[src/rtl/tlm_pkg.sv]
// ----------------------------------------------------------------------------
// tlm_pkg
// Shared types and constants for the track lifecycle manager and its checker.
// ----------------------------------------------------------------------------
package tlm_pkg;

	localparam int COUNT_BITS_DEF = 16;

	localparam int HIT_GOAL_W = 8;
	localparam int LIMIT_W    = 14;
	localparam int CFG_DATA_W = 14;
	localparam int CFG_IDX_W  = 1;
	localparam int OP_W       = 2;
	localparam int COORD_W    = 16;
	localparam int SIZE_W     = 15;
	localparam int OUT_CNT_W  = 16;
	localparam int TS_W       = 2;

	localparam int IN_DATA_W  = 64;
	localparam int OUT_DATA_W = 40;

	localparam logic [HIT_GOAL_W-1:0] HIT_GOAL_RST = 8'd2;
	localparam logic [LIMIT_W-1:0]    LIMIT_RST    = 14'd25;

	// configuration register indexes
	localparam logic [CFG_IDX_W-1:0] CFG_HIT_GOAL = 1'd0;
	localparam logic [CFG_IDX_W-1:0] CFG_LIMIT    = 1'd1;

	// event codes carried on tuser
	typedef enum logic [OP_W-1:0] {
		OP_INIT    = 2'd0,
		OP_PREDICT = 2'd1,
		OP_UPDATE  = 2'd2
	} op_t;

	// reported track state codes
	localparam logic [TS_W-1:0] TS_PROVISIONAL = 2'd0;
	localparam logic [TS_W-1:0] TS_ACTIVE      = 2'd1;
	localparam logic [TS_W-1:0] TS_LOST        = 2'd2;

	// internal lifecycle state, one-hot
	typedef enum logic [2:0] {
		LIFE_PROVISIONAL = 3'b001,
		LIFE_ACTIVE      = 3'b010,
		LIFE_LOST        = 3'b100
	} life_t;

endpackage

[src/rtl/track_lifecycle_manager.sv]
// ----------------------------------------------------------------------------
// track_lifecycle_manager
// Lifecycle state of one object track, driven by init, predict and update events.
// ----------------------------------------------------------------------------
//  channel   | direction | payload
//  s_*       | in        | tuser: operation[1:0]; tdata: box_x, box_y, box_width, box_height
//  m_*       | out       | tdata: track_state, is_active, coast_count, streak_count
//  cfg_*     | in        | write only: 0 hit goal, 1 stationary_limit
//
//  one event per clock sustained while m_tready is high; a result is presented from the result
//  register (input register feeds the result register)
//  all state updates for an event happen in the cycle it leaves the input register
//  arst_n clears counters, previous box and config to their defaults
//  a stalled result register still lets one more event wait in the input register
module track_lifecycle_manager
	import tlm_pkg::*;
#(
	parameter int COUNT_BITS = COUNT_BITS_DEF
) (
	input  logic                  clk,
	input  logic                  arst_n,
	input  logic                  s_tvalid,
	output logic                  s_tready,
	input  logic [OP_W-1:0]       s_tuser,  // operation[1:0]
	input  logic [IN_DATA_W-1:0]  s_tdata,  // box_x[15:0], box_y[31:16], box_width[46:32],
	                                        // box_height[61:47], zero[63:62]
	output logic                  m_tvalid,
	input  logic                  m_tready,
	output logic [OUT_DATA_W-1:0] m_tdata,  // track_state[1:0], is_active[2], coast_count[18:3],
	                                        // streak_count[34:19], zero[39:35]
	input  logic                  cfg_we,
	input  logic [CFG_IDX_W-1:0]  cfg_index,
	input  logic [CFG_DATA_W-1:0] cfg_wdata
);

	localparam int CMP_W = (COUNT_BITS > LIMIT_W + 1) ? COUNT_BITS : LIMIT_W + 1;
	localparam logic [COUNT_BITS-1:0] CNT_MAX = {COUNT_BITS{1'b1}};

	// configuration
	logic [HIT_GOAL_W-1:0] hit_goal_q;
	logic [LIMIT_W-1:0]    limit_q;

	always_ff @(posedge clk or negedge arst_n) begin
		if (!arst_n) begin
			hit_goal_q <= HIT_GOAL_RST;
			limit_q    <= LIMIT_RST;
		end else if (cfg_we) begin
			unique case (cfg_index)
				CFG_HIT_GOAL: hit_goal_q <= cfg_wdata[HIT_GOAL_W-1:0];
				CFG_LIMIT:    limit_q    <= cfg_wdata[LIMIT_W-1:0];
				default:      ;
			endcase
		end
	end

	// input register
	logic               valid_s1;
	logic [OP_W-1:0]    op_s1;
	logic [COORD_W-1:0] x_s1;
	logic [COORD_W-1:0] y_s1;
	logic [SIZE_W-1:0]  w_s1;
	logic [SIZE_W-1:0]  h_s1;
	logic               advance;
	logic               out_valid_q;

	assign advance  = valid_s1 && (!out_valid_q || m_tready);
	assign s_tready = !valid_s1 || advance;

	always_ff @(posedge clk or negedge arst_n) begin
		if (!arst_n) begin
			valid_s1 <= 1'b0;
		end else if (s_tready) begin
			valid_s1 <= s_tvalid;
		end
	end

	always_ff @(posedge clk) begin
		if (s_tvalid && s_tready) begin
			op_s1 <= s_tuser;
			x_s1  <= s_tdata[15:0];
			y_s1  <= s_tdata[31:16];
			w_s1  <= s_tdata[46:32];
			h_s1  <= s_tdata[61:47];
		end
	end

	// track state
	life_t                 life_q;
	logic [COUNT_BITS-1:0] coast_q;
	logic [COUNT_BITS-1:0] hit_q;
	logic [COUNT_BITS-1:0] still_q;
	logic [COORD_W-1:0]    prev_x_q;
	logic [COORD_W-1:0]    prev_y_q;
	logic [SIZE_W-1:0]     prev_w_q;
	logic [SIZE_W-1:0]     prev_h_q;

	life_t                 life_d;
	logic [COUNT_BITS-1:0] coast_d;
	logic [COUNT_BITS-1:0] hit_d;
	logic [COUNT_BITS-1:0] still_d;
	logic                  load_box;

	// overlap of previous box and incoming box, inclusive edges
	logic signed [COORD_W:0] ax, ay, bx, by, ax_end, ay_end, bx_end, by_end;
	logic                    overlap;

	always_comb begin
		ax     = $signed({prev_x_q[COORD_W-1], prev_x_q});
		ay     = $signed({prev_y_q[COORD_W-1], prev_y_q});
		bx     = $signed({x_s1[COORD_W-1], x_s1});
		by     = $signed({y_s1[COORD_W-1], y_s1});
		ax_end = ax + $signed({2'b00, prev_w_q});
		ay_end = ay + $signed({2'b00, prev_h_q});
		bx_end = bx + $signed({2'b00, w_s1});
		by_end = by + $signed({2'b00, h_s1});
		overlap = (prev_w_q != '0) && (prev_h_q != '0) && (w_s1 != '0) && (h_s1 != '0)
			&& !(ax > bx_end) && !(bx > ax_end)
			&& !(ay > by_end) && !(by > ay_end);
	end

	logic [COUNT_BITS-1:0] coast_inc, hit_inc, still_inc;
	logic [LIMIT_W:0]      upper;
	logic [CMP_W-1:0]      still_ext;
	logic                  in_window;
	logic                  hit_ok_pred, hit_ok_upd;

	assign coast_inc = (coast_q == CNT_MAX) ? coast_q : coast_q + 1'b1;
	assign hit_inc   = (hit_q == CNT_MAX) ? hit_q : hit_q + 1'b1;
	assign still_inc = (still_q == CNT_MAX) ? still_q : still_q + 1'b1;
	assign upper     = {1'b0, limit_q} + {2'b00, limit_q[LIMIT_W-1:1]};

	assign hit_ok_pred = hit_q >= COUNT_BITS'(hit_goal_q);
	assign hit_ok_upd  = hit_inc >= COUNT_BITS'(hit_goal_q);

	always_comb begin
		life_d    = life_q;
		coast_d   = coast_q;
		hit_d     = hit_q;
		still_d   = still_q;
		load_box  = 1'b0;
		still_ext = '0;
		in_window = 1'b0;
		unique case (op_s1)
			OP_INIT: begin
				hit_d = hit_inc;
			end
			OP_PREDICT: begin
				if (coast_q != '0) begin
					hit_d  = '0;
					life_d = LIFE_LOST;
				end else if (hit_ok_pred) begin
					life_d = LIFE_ACTIVE;
				end else begin
					life_d = LIFE_PROVISIONAL;
				end
				coast_d   = coast_inc;
				still_d   = overlap ? '0 : still_inc;
				still_ext = CMP_W'(still_d);
				in_window = (still_ext >= CMP_W'(limit_q)) && (still_ext < CMP_W'(upper));
				if (in_window) begin
					life_d = LIFE_LOST;
				end
				load_box = 1'b1;
			end
			OP_UPDATE: begin
				coast_d = '0;
				hit_d   = hit_inc;
				if (hit_ok_upd) begin
					life_d = LIFE_ACTIVE;
				end
				still_d  = '0;
				load_box = 1'b1;
			end
			default: ;  // unused code leaves the state alone
		endcase
	end

	always_ff @(posedge clk or negedge arst_n) begin
		if (!arst_n) begin
			life_q   <= LIFE_PROVISIONAL;
			coast_q  <= '0;
			hit_q    <= '0;
			still_q  <= '0;
			prev_x_q <= '0;
			prev_y_q <= '0;
			prev_w_q <= '0;
			prev_h_q <= '0;
		end else if (advance) begin
			life_q  <= life_d;
			coast_q <= coast_d;
			hit_q   <= hit_d;
			still_q <= still_d;
			if (load_box) begin
				prev_x_q <= x_s1;
				prev_y_q <= y_s1;
				prev_w_q <= w_s1;
				prev_h_q <= h_s1;
			end
		end
	end

	// result register
	logic [TS_W-1:0]                  ts_d;
	logic [OUT_CNT_W+COUNT_BITS-1:0]  coast_wide, hit_wide;
	logic [OUT_DATA_W-1:0]            out_data_q;

	always_comb begin
		unique case (life_d)
			LIFE_PROVISIONAL: ts_d = TS_PROVISIONAL;
			LIFE_ACTIVE:      ts_d = TS_ACTIVE;
			LIFE_LOST:        ts_d = TS_LOST;
			default:          ts_d = TS_PROVISIONAL;
		endcase
	end

	assign coast_wide = {{OUT_CNT_W{1'b0}}, coast_d};
	assign hit_wide   = {{OUT_CNT_W{1'b0}}, hit_d};

	always_ff @(posedge clk or negedge arst_n) begin
		if (!arst_n) begin
			out_valid_q <= 1'b0;
		end else if (advance) begin
			out_valid_q <= 1'b1;
		end else if (m_tready) begin
			out_valid_q <= 1'b0;
		end
	end

	always_ff @(posedge clk) begin
		if (advance) begin
			out_data_q <= {5'b00000, hit_wide[OUT_CNT_W-1:0], coast_wide[OUT_CNT_W-1:0],
				(life_d == LIFE_ACTIVE), ts_d};
		end
	end

	assign m_tvalid = out_valid_q;
	assign m_tdata  = out_data_q;

endmodule

[config.mk]
export PLATFORM = sky130hd
export DESIGN_NAME = track_lifecycle_manager
export DESIGN_NICKNAME = d
export VERILOG_FILES = /design/src/rtl/tlm_pkg.sv /design/src/rtl/track_lifecycle_manager.sv
export SDC_FILE = /design/constraint.sdc
export NUM_CORES = 1
export LEC_CHECK = 0
export BUFFER_PORTS_ARGS = -buffer_cell sky130_fd_sc_hd__buf_2
export CORE_ASPECT_RATIO = 1.75
export CORE_MARGIN = 2
export CORE_UTILIZATION = 61
export DETAILED_ROUTE_END_ITERATION = 7
export HOLD_SLACK_MARGIN = 0.03
export PLACE_DENSITY = 0.84
export SLEW_MARGIN = 15
export SYNTH_ARGS = -nofsm -noshare
export SYNTH_HDL_FRONTEND = slang
export SYNTH_SLANG_ARGS = --single-unit
[constraint.sdc]
create_clock -name clk -period 8.2 [get_ports clk]
set_clock_uncertainty 0.1 [all_clocks]
set_input_delay 0.82 -clock clk [delete_from_list [all_inputs] [get_ports clk]]
set_output_delay 0.82 -clock clk [all_outputs]
set_load 0.01 [all_outputs]
==> out/results.tsv <==
metric	value	unit
maxCapViolations	0	
drive_gt1_share	12.9	%
outcome	finished, final reports clean	
async_flop_share	58.3	%
p_int	2.74	mW
p_clk_share	25.1	%
setup_violations	0	
powerDensity	247	nW/um^2
tritoncts	done	
synth_largest_area_cell	dfrtp_1	
rows	77	
path_class	register to register	
grt-busiest-layer	met2	
cts.repair.resized	0	
ys_seq_area_share	40.6	%
die_area	27100	sq um
core_area	25300	sq um
ys_warn_count	0	
dieWidth	125	um
synth_common_cells	nand2_1, ha_1, dfrtp_1	
drtIter0Drc	508	
avgRoutedWirePerCell	18.6	um
avgViaCountPerCell	6.20	
clkSinkCount	235	
synth_area_leaders	dfrtp_1, edfxtp_1, ha_1, nand2_1, xnor2_1	
crit_slowest_cell	and2_1	
synthCells	1620	
synth_most_common_cell	nand2_1	
worst_slack	0.617	ns
port_buffers	120	
avgSynthCellArea	9.70	sq um
synth-main-ff-cell	dfrtp_1	
period_minus_slack	7.58	ns
finalCritPeriodShare	92.5	%
synth_top_area_share	21.0	%
hp-class	primary input to asynchronous set/reset pin	
cp-start-kind	register	
slew_viol_final	0	
grt_overflow_total	0	
cts.path.max_buffers	3	
required	8.38	ns
ant_nets	0	
cts_made_buffers	23	
met1_usage	28.6	%
max_stage_delay	0.50	ns
synth-edff-count	98	
initial_core_util	62.0	%
hold_viol	0	
grt_pass1_wl	62.6	mm
switchingPower	1.55	mW
path_clk_slew	0.07	ns
peakVddDrop	0.000171	V
power_frac_seq	36.3	%
met2_usage	52.6	%
end_kind	register	
drc_errors	0	
via_count	12800	
pwr-share-comb	38.6	%
grt_pass1_vias	13300	
hold_buffers	0	
syn_area	15700	sq um
crit_arrival	7.77	ns
yosys.cell_types.count	89	
grt_max_degree	90	
pre_cts_ws	0.786	ns
gp_congestion	0.951	
synth_seq_cells	235	
h-tree-depth	1	
swShare	36.1	%
syn_to_final_growth	10.4	%
antenna_found_initial	0	
die_h	216	um
tightest_slew	1.11	ns
rsz0062_at_grt	false	
drt_first_pass_iters	5	
place_hpwl	28.7	mm
slew_headroom	25.8	%
clock-root-buffer	clkbuf_16	
p_leak	8.21	nW
fin_nets	2017	
cts_setup_buffers	0	
worstPathMaxFanout	15	
wl	38.3	mm
grtUsageMet3	3.92	%
finalSetupTns	0	ns
ios	128	
insertion_delay	0.54	ns
grtUsageTotal	28.3	%
clock.fmax	0.132	GHz
==> power groups by stage <==
stage	clock [mW]	sequential [mW]	combinational [mW]
finish	1.08	1.56	1.65
global route	1.15	1.57	1.87
CTS	1.10	1.55	1.65
detailed placement	0	1.57	1.62
global placement	0	1.57	1.55
floorplan	0	1.52	1.24
==> path summary, 6_finish.rpt <==
| kind | cells after the start | from | slack [ns] | endpoint |
|---|---|---|---|---|
| worst max-delay path | 28 | h_s1[0] | 0.62 | m_tdata[2] |
| worst min-delay path | 1 | arst_n | 0.26 | prev_x_q[4] |
| worst max register to register | 28 | h_s1[0] | 0.62 | m_tdata[2] |
| worst min register to register | 1 | valid_s1 | 0.39 | m_tvalid |
| max in group asynchronous | 2 | arst_n | 6.52 | hit_q[0] |
| min in group clk | 1 | s_tdata[4] | 0.35 | x_s1[4] |
==> cell type report <==
type	count	area [sq um]
Fill cell	1939	7990
Inverter	74	278
Multi-Input combinational cell	1268	8860
Clock buffer	33	663
Antenna cell	1	2.50
Timing Repair Buffer	129	674
Tap cell	316	395
Clock inverter	8	95.1
Sequential cell	235	6380
==> registers in the layout, indices dropped and copies added (netlist names) <==
| signal | flops |
|---|---|
| hit_q | 16 |
| m_tdata | 34 |
| y_s1 | 16 |
| prev_w_q | 15 |
| coast_q | 16 |
| life_q | 3 |
| still_q | 16 |
| prev_y_q | 16 |
| limit_q | 14 |
| w_s1 | 15 |
| valid_s1 | 1 |
| m_tvalid | 1 |
| prev_h_q | 15 |
| hit_goal_q | 8 |
| h_s1 | 15 |
| x_s1 | 16 |
| op_s1 | 2 |
| prev_x_q | 16 |
==> kinds of logic (layout without fill, tap and decap cells) <==
family	Yosys count	in the layout	synth area share, %
simple gates	604	604	18.2
compound gates	341	341	14.9
flops	235	235	40.6
fa+ha+maj	200	200	16.2
buf+inv	121	244	3.18
xor+xnor	89	89	4.96
mux	29	29	2.02
other cells	1	6	0.0239
==> cell usage in the layout, fill, tap and decap left out, types with 43 or more instances in the layout <==
cell        n
nor2_1     76
nand2_1   300
buf_2     119
xor2_1     43
inv_1      73
nand3_1    45
edfxtp_1   98
a21oi_1    78
xnor2_1    46
o21ai_0    70
dfrtp_1   132
ha_1      195
==> routing by layer <==
layer / part of all wire, % / routed length (um)
met4: 7.7 / 2960
met5: 0 / 0
met3: 4.8 / 1860
met1: 35 / 13500
met2: 52 / 20000
==> through the flow <==
step           power [mW]  instances  util [%]  hold slack [ns]  area [sq um]
6_report             4.29       2064      68.5            0.260         17300
5_1_grt              4.58       2063      68.4            0.343         17300
4_1_cts              4.30       2063      68.4            0.315         17300
3_5_place_dp         3.20       2022      65.4            0.382         16600
3_3_place_gp         3.12       2022      65.4            0.368         16600
2_1_floorplan        2.76       1624         -            0.357         15700
==> worst max-delay path, delay by kind of cell (launching register included) <==
| kind | cells | cell delay (ns) |
|---|---|---|
| AO/OA/AOI/OAI | 19 | 4.11 |
| adder cells (fa/ha/maj) | 4 | 1.33 |
| flip-flops | 1 | 0.46 |
| AND/OR/NAND/NOR | 5 | 1.32 |
No activity file was read; power rests on OpenSTA's default activity.
